===== config.mk =====
export PLATFORM = sky130hd
export DESIGN_NAME = json_comma_repair_filter_flat
export DESIGN_NICKNAME = d
export VERILOG_FILES = /design/src/design/jcr_pkg.sv /design/src/design/jcr_in_if.sv /design/src/design/jcr_out_if.sv /design/src/design/json_comma_repair_filter.sv /design/src/design/jcr_ws_mem.sv /design/src/design/jcr_decode.sv /design/src/design/jcr_emit.sv /design/src/flat_wrapper.sv
export SDC_FILE = /design/constraint.sdc
export NUM_CORES = 1
export LEC_CHECK = 0
export BUFFER_PORTS_ARGS = -buffer_cell sky130_fd_sc_hd__clkbuf_2
export CORE_ASPECT_RATIO = 1.25
export CORE_MARGIN = 2
export CORE_UTILIZATION = 62
export CTS_BUF_LIST = sky130_fd_sc_hd__clkbuf_16
export DETAILED_ROUTE_END_ITERATION = 10
export GPL_TIMING_DRIVEN = 1
export PLACE_DENSITY = 0.85
export SETUP_SLACK_MARGIN = 0.1
export SLEW_MARGIN = 15
export SYNTH_ARGS = -nofsm -noshare
export SYNTH_HDL_FRONTEND = slang
export SYNTH_HIERARCHICAL = 1
export SYNTH_SLANG_ARGS = --single-unit

===== constraint.sdc =====
create_clock -name clk -period 3.2 [get_ports clk]
set_input_delay 0.32 -clock clk [delete_from_list [all_inputs] [get_ports clk]]
set_output_delay 0.32 -clock clk [all_outputs]
set_load 0.005 [all_outputs]

===== src/design/jcr_pkg.sv =====
// shared constants, types and helpers of the json comma repair filter
`default_nettype none
package jcr_pkg;

    localparam int WS_DEPTH = 32;
    localparam int WS_AW = (WS_DEPTH > 1) ? $clog2(WS_DEPTH) : 1;
    localparam int CNT_W = $clog2(WS_DEPTH + 1);

    localparam logic [7:0] CH_COMMA = 8'h2C;
    localparam logic [7:0] CH_QUOTE = 8'h22;
    localparam logic [7:0] CH_BSLASH = 8'h5C;
    localparam logic [7:0] CH_RBRACE = 8'h7D;
    localparam logic [7:0] CH_RBRACK = 8'h5D;
    localparam logic [7:0] CH_SPACE = 8'h20;
    localparam logic [7:0] CH_TAB = 8'h09;
    localparam logic [7:0] CH_LF = 8'h0A;
    localparam logic [7:0] CH_CR = 8'h0D;

    typedef enum logic [1:0] {
        WS_SPACE = 2'd0,
        WS_TAB   = 2'd1,
        WS_LF    = 2'd2,
        WS_CR    = 2'd3
    } ws_code_t;

    typedef enum logic [2:0] {
        S_IDLE,
        S_C1,
        S_RD,
        S_SP,
        S_B,
        S_C2
    } emit_state_t;

    // what one accepted byte produces, in order: comma, held spaces, byte, comma
    typedef struct packed {
        logic             c1;
        logic             c1_early;
        logic [CNT_W-1:0] nsp;
        logic             b_en;
        logic [7:0]       b_char;
        logic             c2;
    } jcr_plan_t;

    function automatic logic [7:0] code_char(input ws_code_t code);
        logic [7:0] ch;
        unique case (code)
            WS_SPACE: ch = CH_SPACE;
            WS_TAB:   ch = CH_TAB;
            WS_LF:    ch = CH_LF;
            WS_CR:    ch = CH_CR;
            default:  ch = CH_SPACE;
        endcase
        return ch;
    endfunction

endpackage
`default_nettype wire


===== src/design/jcr_in_if.sv =====
// input byte channel
`default_nettype none
interface jcr_in_if;
    logic       valid;
    logic       ready;
    logic [7:0] char_in;
    logic       text_end;

    modport source (output valid, output char_in, output text_end, input ready);
    modport sink (input valid, input char_in, input text_end, output ready);
endinterface
`default_nettype wire


===== src/design/jcr_out_if.sv =====
// repaired byte channel
`default_nettype none
interface jcr_out_if;
    logic       valid;
    logic       ready;
    logic [7:0] char_out;
    logic       run_last;
    logic       early_commit;

    modport source (output valid, output char_out, output run_last, output early_commit,
                    input ready);
    modport sink (input valid, input char_out, input run_last, input early_commit,
                  output ready);
endinterface
`default_nettype wire


===== src/design/json_comma_repair_filter.sv =====
// json comma repair filter: tracks strings, inserts and drops commas
// the plan of an accepted byte is registered in the sequencer, which issues its results
// in order through an output register; a held whitespace byte is a memory read, then a
// transfer; a byte that only holds a comma or space issues no result
// next input transfer is taken once the sequencer has issued the last result
// reset clears all parse and sequencer state; the whitespace memory is not cleared
`default_nettype none
module json_comma_repair_filter
    import jcr_pkg::*;
(
    input  wire logic clk,
    input  wire logic rst_n,
    jcr_in_if.sink    text,
    jcr_out_if.source repaired
);

    jcr_plan_t        plan;
    logic             accept;
    logic             idle;
    logic             wr_en;
    logic [WS_AW-1:0] wr_addr;
    ws_code_t         wr_data;
    logic             rd_en;
    logic [WS_AW-1:0] rd_addr;
    ws_code_t         rd_data;

    assign text.ready = idle;
    assign accept = text.valid && idle;

    jcr_decode u_decode (
        .clk      (clk),
        .rst_n    (rst_n),
        .accept   (accept),
        .char_in  (text.char_in),
        .text_end (text.text_end),
        .plan     (plan),
        .wr_en    (wr_en),
        .wr_addr  (wr_addr),
        .wr_data  (wr_data)
    );

    jcr_ws_mem u_mem (
        .clk     (clk),
        .wr_en   (wr_en),
        .wr_addr (wr_addr),
        .wr_data (wr_data),
        .rd_en   (rd_en),
        .rd_addr (rd_addr),
        .rd_data (rd_data)
    );

    jcr_emit u_emit (
        .clk     (clk),
        .rst_n   (rst_n),
        .start   (accept),
        .plan    (plan),
        .idle    (idle),
        .rd_en   (rd_en),
        .rd_addr (rd_addr),
        .rd_data (rd_data),
        .dst     (repaired)
    );

endmodule
`default_nettype wire


===== src/design/jcr_ws_mem.sv =====
// held whitespace code memory, one write and one registered read port
`default_nettype none
module jcr_ws_mem
    import jcr_pkg::*;
(
    input  wire logic             clk,
    input  wire logic             wr_en,
    input  wire logic [WS_AW-1:0] wr_addr,
    input  ws_code_t              wr_data,
    input  wire logic             rd_en,
    input  wire logic [WS_AW-1:0] rd_addr,
    output ws_code_t              rd_data
);

    ws_code_t mem [WS_DEPTH];
    ws_code_t rd_data_reg;

    always_ff @(posedge clk)
    begin
        if (wr_en)
        begin
            mem[wr_addr] <= wr_data;
        end
    end

    always_ff @(posedge clk)
    begin
        if (rd_en)
        begin
            rd_data_reg <= mem[rd_addr];
        end
    end

    assign rd_data = rd_data_reg;

endmodule
`default_nettype wire


===== src/design/jcr_decode.sv =====
// parse state and per-byte output plan
`default_nettype none
module jcr_decode
    import jcr_pkg::*;
(
    input  wire logic             clk,
    input  wire logic             rst_n,
    input  wire logic             accept,
    input  wire logic [7:0]       char_in,
    input  wire logic             text_end,
    output jcr_plan_t             plan,
    output logic                  wr_en,
    output logic [WS_AW-1:0]      wr_addr,
    output ws_code_t              wr_data
);

    logic             instr_reg, instr_next;
    logic             esc_reg, esc_next;
    logic             after_reg, after_next;
    logic             held_reg, held_next;
    logic [CNT_W-1:0] cnt_reg, cnt_next;

    logic     is_ws;
    logic     is_closer;
    ws_code_t code;
    logic     normal_path;
    logic     stored;

    always_comb
    begin
        is_ws = 1'b1;
        code = WS_SPACE;
        unique case (char_in)
            CH_SPACE: code = WS_SPACE;
            CH_TAB:   code = WS_TAB;
            CH_LF:    code = WS_LF;
            CH_CR:    code = WS_CR;
            default:  is_ws = 1'b0;
        endcase
        is_closer = (char_in == CH_RBRACE) || (char_in == CH_RBRACK);
    end

    always_comb
    begin
        plan = '0;
        instr_next = instr_reg;
        esc_next = esc_reg;
        after_next = after_reg;
        held_next = held_reg;
        cnt_next = cnt_reg;
        normal_path = 1'b0;
        stored = 1'b0;
        if (esc_reg)
        begin
            plan.b_en = 1'b1;
            plan.b_char = char_in;
            esc_next = 1'b0;
            after_next = is_ws ? after_reg : is_closer;
        end
        else if (instr_reg)
        begin
            plan.b_en = 1'b1;
            plan.b_char = char_in;
            if (char_in == CH_BSLASH)
            begin
                esc_next = 1'b1;
            end
            else if (char_in == CH_QUOTE)
            begin
                instr_next = 1'b0;
            end
            after_next = is_ws ? after_reg : is_closer;
        end
        else
        begin
            normal_path = 1'b1;
            if (held_reg)
            begin
                if (is_ws)
                begin
                    normal_path = 1'b0;
                    if (cnt_reg < CNT_W'(WS_DEPTH))
                    begin
                        stored = 1'b1;
                        cnt_next = cnt_reg + 1'b1;
                    end
                    else
                    begin
                        // buffer full, commit the comma now
                        plan.c1 = 1'b1;
                        plan.c1_early = 1'b1;
                        plan.nsp = cnt_reg;
                        plan.b_en = 1'b1;
                        plan.b_char = char_in;
                        held_next = 1'b0;
                        cnt_next = '0;
                    end
                end
                else
                begin
                    plan.c1 = !is_closer;
                    plan.nsp = cnt_reg;
                    held_next = 1'b0;
                    cnt_next = '0;
                end
            end
            if (normal_path)
            begin
                if (char_in == CH_COMMA)
                begin
                    held_next = 1'b1;
                    cnt_next = '0;
                    after_next = 1'b0;
                end
                else if (char_in == CH_QUOTE)
                begin
                    plan.c1 = plan.c1 | after_reg;
                    instr_next = 1'b1;
                    plan.b_en = 1'b1;
                    plan.b_char = char_in;
                    after_next = 1'b0;
                end
                else
                begin
                    plan.b_en = 1'b1;
                    plan.b_char = char_in;
                    after_next = is_ws ? after_reg : is_closer;
                end
            end
        end
        if (text_end)
        begin
            if (held_next)
            begin
                if (stored)
                begin
                    plan.c1 = 1'b1;
                    plan.nsp = cnt_next;
                end
                else
                begin
                    plan.c2 = 1'b1;
                end
            end
            held_next = 1'b0;
            cnt_next = '0;
            instr_next = 1'b0;
            esc_next = 1'b0;
            after_next = 1'b0;
        end
    end

    assign wr_en = accept && stored;
    assign wr_addr = cnt_reg[WS_AW-1:0];
    assign wr_data = code;

    always_ff @(posedge clk or negedge rst_n)
    begin
        if (!rst_n)
        begin
            instr_reg <= 1'b0;
            esc_reg <= 1'b0;
            after_reg <= 1'b0;
            held_reg <= 1'b0;
            cnt_reg <= '0;
        end
        else if (accept)
        begin
            instr_reg <= instr_next;
            esc_reg <= esc_next;
            after_reg <= after_next;
            held_reg <= held_next;
            cnt_reg <= cnt_next;
        end
    end

    a_esc_in_string: assert property (@(posedge clk) disable iff (!rst_n)
        esc_reg |-> instr_reg)
        else $error("escape flag set outside a string");

    a_cnt_bound: assert property (@(posedge clk) disable iff (!rst_n)
        cnt_reg <= CNT_W'(WS_DEPTH))
        else $error("whitespace count beyond buffer depth");

    a_cnt_needs_comma: assert property (@(posedge clk) disable iff (!rst_n)
        !held_reg |-> cnt_reg == '0)
        else $error("whitespace held without a comma");

endmodule
`default_nettype wire


===== src/design/jcr_emit.sv =====
// output sequencer: comma, held spaces from memory, byte, trailing comma
`default_nettype none
module jcr_emit
    import jcr_pkg::*;
(
    input  wire logic        clk,
    input  wire logic        rst_n,
    input  wire logic        start,
    input  jcr_plan_t        plan,
    output logic             idle,
    output logic             rd_en,
    output logic [WS_AW-1:0] rd_addr,
    input  ws_code_t         rd_data,
    jcr_out_if.source        dst
);

    emit_state_t      state_reg, state_next;
    logic             early_reg;
    logic [CNT_W-1:0] nsp_reg;
    logic [CNT_W-1:0] idx_reg;
    logic             b_en_reg;
    logic [7:0]       b_char_reg;
    logic             c2_reg;

    logic       out_valid_reg;
    logic [7:0] out_char_reg;
    logic       out_last_reg;
    logic       out_early_reg;

    logic             out_free;
    logic             emit;
    logic [7:0]       emit_char;
    logic             emit_last;
    logic             emit_early;
    logic [CNT_W-1:0] idx_plus;

    function automatic emit_state_t after_c1(input logic sp, input logic b, input logic c2);
        emit_state_t s;
        if (sp)
        begin
            s = S_RD;
        end
        else if (b)
        begin
            s = S_B;
        end
        else if (c2)
        begin
            s = S_C2;
        end
        else
        begin
            s = S_IDLE;
        end
        return s;
    endfunction

    assign out_free = !out_valid_reg || dst.ready;
    assign idx_plus = idx_reg + 1'b1;
    assign idle = (state_reg == S_IDLE);
    assign rd_addr = idx_reg[WS_AW-1:0];

    always_comb
    begin
        state_next = state_reg;
        unique case (state_reg)
            S_IDLE:
            begin
                if (start)
                begin
                    state_next = plan.c1 ? S_C1 :
                                 after_c1(plan.nsp != '0, plan.b_en, plan.c2);
                end
            end
            S_C1:
            begin
                if (out_free)
                begin
                    state_next = after_c1(nsp_reg != '0, b_en_reg, c2_reg);
                end
            end
            S_RD:
            begin
                state_next = S_SP;
            end
            S_SP:
            begin
                if (out_free)
                begin
                    state_next = (idx_plus < nsp_reg) ? S_RD :
                                 after_c1(1'b0, b_en_reg, c2_reg);
                end
            end
            S_B:
            begin
                if (out_free)
                begin
                    state_next = c2_reg ? S_C2 : S_IDLE;
                end
            end
            S_C2:
            begin
                if (out_free)
                begin
                    state_next = S_IDLE;
                end
            end
            default: state_next = S_IDLE;
        endcase
    end

    always_comb
    begin
        emit = 1'b0;
        emit_char = CH_COMMA;
        emit_last = 1'b0;
        emit_early = 1'b0;
        rd_en = 1'b0;
        unique case (state_reg)
            S_C1:
            begin
                emit = out_free;
                emit_early = early_reg;
                emit_last = (nsp_reg == '0) && !b_en_reg && !c2_reg;
            end
            S_RD:
            begin
                rd_en = 1'b1;
            end
            S_SP:
            begin
                emit = out_free;
                emit_char = code_char(rd_data);
                emit_last = (idx_plus == nsp_reg) && !b_en_reg && !c2_reg;
            end
            S_B:
            begin
                emit = out_free;
                emit_char = b_char_reg;
                emit_last = !c2_reg;
            end
            S_C2:
            begin
                emit = out_free;
                emit_last = 1'b1;
            end
            default:
            begin
                emit = 1'b0;
            end
        endcase
    end

    always_ff @(posedge clk or negedge rst_n)
    begin
        if (!rst_n)
        begin
            state_reg <= S_IDLE;
            out_valid_reg <= 1'b0;
        end
        else
        begin
            state_reg <= state_next;
            if (emit)
            begin
                out_valid_reg <= 1'b1;
            end
            else if (dst.ready)
            begin
                out_valid_reg <= 1'b0;
            end
        end
    end

    always_ff @(posedge clk)
    begin
        if (start && idle)
        begin
            early_reg <= plan.c1_early;
            nsp_reg <= plan.nsp;
            b_en_reg <= plan.b_en;
            b_char_reg <= plan.b_char;
            c2_reg <= plan.c2;
            idx_reg <= '0;
        end
        else if (state_reg == S_SP && out_free)
        begin
            idx_reg <= idx_plus;
        end
        if (emit)
        begin
            out_char_reg <= emit_char;
            out_last_reg <= emit_last;
            out_early_reg <= emit_early;
        end
    end

    assign dst.valid = out_valid_reg;
    assign dst.char_out = out_char_reg;
    assign dst.run_last = out_last_reg;
    assign dst.early_commit = out_early_reg;

    a_early_is_comma: assert property (@(posedge clk) disable iff (!rst_n)
        out_valid_reg && out_early_reg |-> out_char_reg == CH_COMMA)
        else $error("early commit flag on a non-comma transfer");

    a_sp_after_rd: assert property (@(posedge clk) disable iff (!rst_n)
        state_reg == S_RD |=> state_reg == S_SP)
        else $error("memory read not followed by space transfer");

    a_idx_in_range: assert property (@(posedge clk) disable iff (!rst_n)
        (state_reg == S_RD || state_reg == S_SP) |-> idx_reg < nsp_reg)
        else $error("space index past held count");

endmodule
`default_nettype wire


===== src/flat_wrapper.sv =====
// flat-port wrapper written by rule: the top's interface ports become plain ports
module json_comma_repair_filter_flat import jcr_pkg::*;
  (clk, rst_n, text_valid, text_char_in, text_text_end, text_ready, repaired_valid, repaired_char_out, repaired_run_last, repaired_early_commit, repaired_ready);
  jcr_in_if text_i ();
  jcr_out_if repaired_i ();
  input  wire logic clk;
  input  wire logic rst_n;
  input wire logic [$bits(text_i.valid)-1:0] text_valid;
  input wire logic [$bits(text_i.char_in)-1:0] text_char_in;
  input wire logic [$bits(text_i.text_end)-1:0] text_text_end;
  output wire logic [$bits(text_i.ready)-1:0] text_ready;
  output wire logic [$bits(repaired_i.valid)-1:0] repaired_valid;
  output wire logic [$bits(repaired_i.char_out)-1:0] repaired_char_out;
  output wire logic [$bits(repaired_i.run_last)-1:0] repaired_run_last;
  output wire logic [$bits(repaired_i.early_commit)-1:0] repaired_early_commit;
  input wire logic [$bits(repaired_i.ready)-1:0] repaired_ready;
  assign text_i.valid = text_valid;
  assign text_i.char_in = text_char_in;
  assign text_i.text_end = text_text_end;
  assign text_ready = text_i.ready;
  assign repaired_valid = repaired_i.valid;
  assign repaired_char_out = repaired_i.char_out;
  assign repaired_run_last = repaired_i.run_last;
  assign repaired_early_commit = repaired_i.early_commit;
  assign repaired_i.ready = repaired_ready;
  json_comma_repair_filter u_core (.clk(clk), .rst_n(rst_n), .text(text_i), .repaired(repaired_i));
endmodule

==> results.toml <==
[floorplan]
core_region_area_um2 = 9027
die_width_um = 89.72
chipHeight_um = 111.1
row_count = 39
initial_core_util_pct = 63.08
ios = 25
die_area_um2 = 9971

[logic_synthesis]
synth_fa_ha_area_share_pct = 1.758
synth_simple_gate_area_share_pct = 18.66
synth_xor_xnor_area_share_pct = 1.692
synth.top_cell.area_share_pct = 49.04
synth.cell_area_um2 = 5694
yosysSeqAreaShare_pct = 57.31
synth_top_family_by_area = "simple AND/OR/NAND/NOR gates"
synthFlopType = "edfxtp_1"
synth_area_leaders = "edfxtp_1 49%, dfrtp_1 6.2%, mux2i_1 5.8%"
netlist_instances = 485
synth.area.mux_share_pct = 5.801
synth_edf_count = 93
synth_cell_types = 71
syn_avg_cell_area_um2 = 11.74
synth_top_area_cell = "edfxtp_1"
ys_seq_elements = 113
syn-num-nets = 506
synth_warnings = 6
synth_compound_area_share_pct = 10.02
ys_async_sr_fraction_pct = 12.39

[clocking]
clk_pin_slew_worst_paths_ns = 0.05
htreeDepth = 4
cts_hold_buf = 1
post-cts-setup-buffers = 0
numCtsBuffers = 17
cts_tree = "built"
insertion_delay_ns = 0.40
cts.sinks = 113
root_buffer = "clkbuf_16"
clock_path_buffers = 2
cts_resized = 0

[status]
status = "complete, no violations"

[worst_setup_path]
cp-start-kind = "flip-flop"
r2r_start = "u_core/u_decode/held_reg"
criticalPathCategory = "reg -> reg"
crit_path_max_fanout = 10
end_kind = "flip-flop"
arrival_ns = 2.96
rrSetupSlack_ns = 0.51
cp.required_ns = 3.47
rr_worst_depth = 10
rr_endpoint = "u_core/u_emit/state_reg[1]"

[sta]
rsz0062_at_grt = "false"
fin_setup_tns_ns = 0
drv_slew = 0
hold_viol_final = 0
fmax_mhz = 371.2
tightest_slew_ns = 0.9198
relSlewSlack_pct = 38.61
skew_ns = 0.006539
min_period_ns = 2.694
setup_viol = 0
fin_crit_sh_pct = 84.19

[power]
ir_worst_vdd_mv = 0.4412
p_leak_nw = 2.260
pwr_density_cell_nw_per_um2 = 767.5
finalPower_mw = 4.939

[final_layout]
final_util_pct = 71.28
largest_register_ffs = 64
diodes = 0
regArea_um2 = 3264
final_area_um2 = 6435
nets = 525
area_growth_pct = 13.01
instances_no_fill = 639
drive_gt1_share_pct = 13.57
multi_input_area_um2 = 2175
fillers = 593

[grt]
grt_max_degree = 34
grt_usage_pct = 24.96
grt_antenna_before_repair = 0
gr-total-overflow = 0
first_global_vias = 3961
grt_pass1_wl_um = 19350

[routing]
antenna_left = 0
vias = 4019
firstDrtPassIters = 5
routed_wl_um = 11950
wl_per_cell_um = 18.70
drcViolationCount = 0
vias_per_cell = 6.290
dr.first_iter.drc_count = 582

[placed_design]
post_dp_cell_area_um2 = 5826
place_inst = 607
place_congestion = 0.8853
dpl.hpwl_um = 7576
portBuffers = 24

[worst_hold_path]
holdCritStartpoint = "text_char_in[4]"
min_path_type = "in -> reg"
min_to = "u_core/u_emit/b_char_reg[4]"
worstHoldPathCells = 1

[flow_run]
cap_violations = 0
## synthesized netlist by cell type, drive strengths merged, types with 3 or more instances
cell    instances
a21oi          21
a22oi          14
a31oi           5
a32o            3
and2           13
and3            5
and4b           3
buf            21
clkbuf         11
dfrtp          14
dfxtp           6
edfxtp         93
ha              8
inv            16
mux2i          33
nand2          26
nand2b          8
nand3          11
nand3b          9
nand4           7
nand4b          3
nor2           62
nor2b           7
nor3            8
nor3b           5
nor4            5
o211ai          4
o21ai           8
o22ai           5
or3b            5
xnor2           7
xor2            4
## through the flow
| stage | setup WS [ns] | hold slack, ns |
|---|---|---|
| after floorplan | 0.2759 | 0.02441 |
| after global placement | 0.4303 | 0.2513 |
| after detailed placement | 0.2853 | 0.2599 |
| after CTS | 0.5322 | 0.1722 |
| after global routing | 0.1835 | 0.1844 |
| final | 0.5059 | 0.1891 |
## power by group
group          internal [mW]  total [mW]  switching, mW  leakage, nW
combinational          0.437        1.07          0.637        0.920
sequential              1.78        1.99          0.215         1.04
clock                   1.28        1.87          0.596        0.298
## how the worst max path moves through the flow
stage / from / to / slack, ns / cells after the start
6_report: u_core/u_decode/held_reg / u_core/u_emit/state_reg[1] / 0.51 / 10
3_5_place_dp: text_char_in[0] / u_core/u_mem/mem[8][0] / 0.29 / 7
3_3_place_gp: text_char_in[0] / u_core/u_mem/mem[8][0] / 0.43 / 7
4_1_cts: u_core/u_decode/held_reg / u_core/u_emit/state_reg[1] / 0.53 / 10
2_1_floorplan: text_char_in[4] / u_core/u_mem/mem[0][1] / 0.28 / 2
5_1_grt: u_core/u_decode/held_reg / u_core/u_emit/state_reg[1] / 0.18 / 10
## per-layer routing
metal | global-route usage, % | wire, µm
met3 | 5.982 | 791
met1 | 31.53 | 4749
met5 | 0 | 0
met4 | 10.77 | 299
met2 | 41.36 | 6109
## placed cells by master, fill, tap and decap left out, drive strengths merged, types with 8 or more instances in the layout
master  Yosys  layout
nand3      11      11
nor3        8       8
nand2      26      26
and2       13      13
edfxtp     93      93
clkbuf     11      41
nand3b      9       9
dfrtp      14      14
mux2i      33      33
inv        16      18
a21oi      21      21
nor2       62      62
ha          8       8
a22oi      14      14
o21ai       8       8
nand2b      8       8
## final cells by class
type	instances	share of cell area (%)
multi-input combinational	324	33.79
sequential	113	50.73
clock inverter	14	2.703
inverter	16	0.9333
tap	123	2.392
timing repair buffer	32	2.839
clock buffer	17	6.611
## kinds of logic after synthesis
group	after synthesis
XOR/XNOR	11
AO/OA/AOI/OAI	83
flip-flops	113
multiplexers	33
AND/OR/NAND/NOR	189
buffers and inverters	48
adder cells (fa/ha/maj)	8
## critical path, cell delays in order (launching register included)
cell	delay (ns)
dfrtp_1	0.50
nor3b_2	0.21
buf_4	0.19
nand4_1	0.16
and2_1	0.23
a21oi_1	0.13
o32ai_1	0.11
nor4_1	0.49
a21oi_1	0.16
o31ai_1	0.24
o22ai_1	0.13
Power figures use the tool's default switching activity.
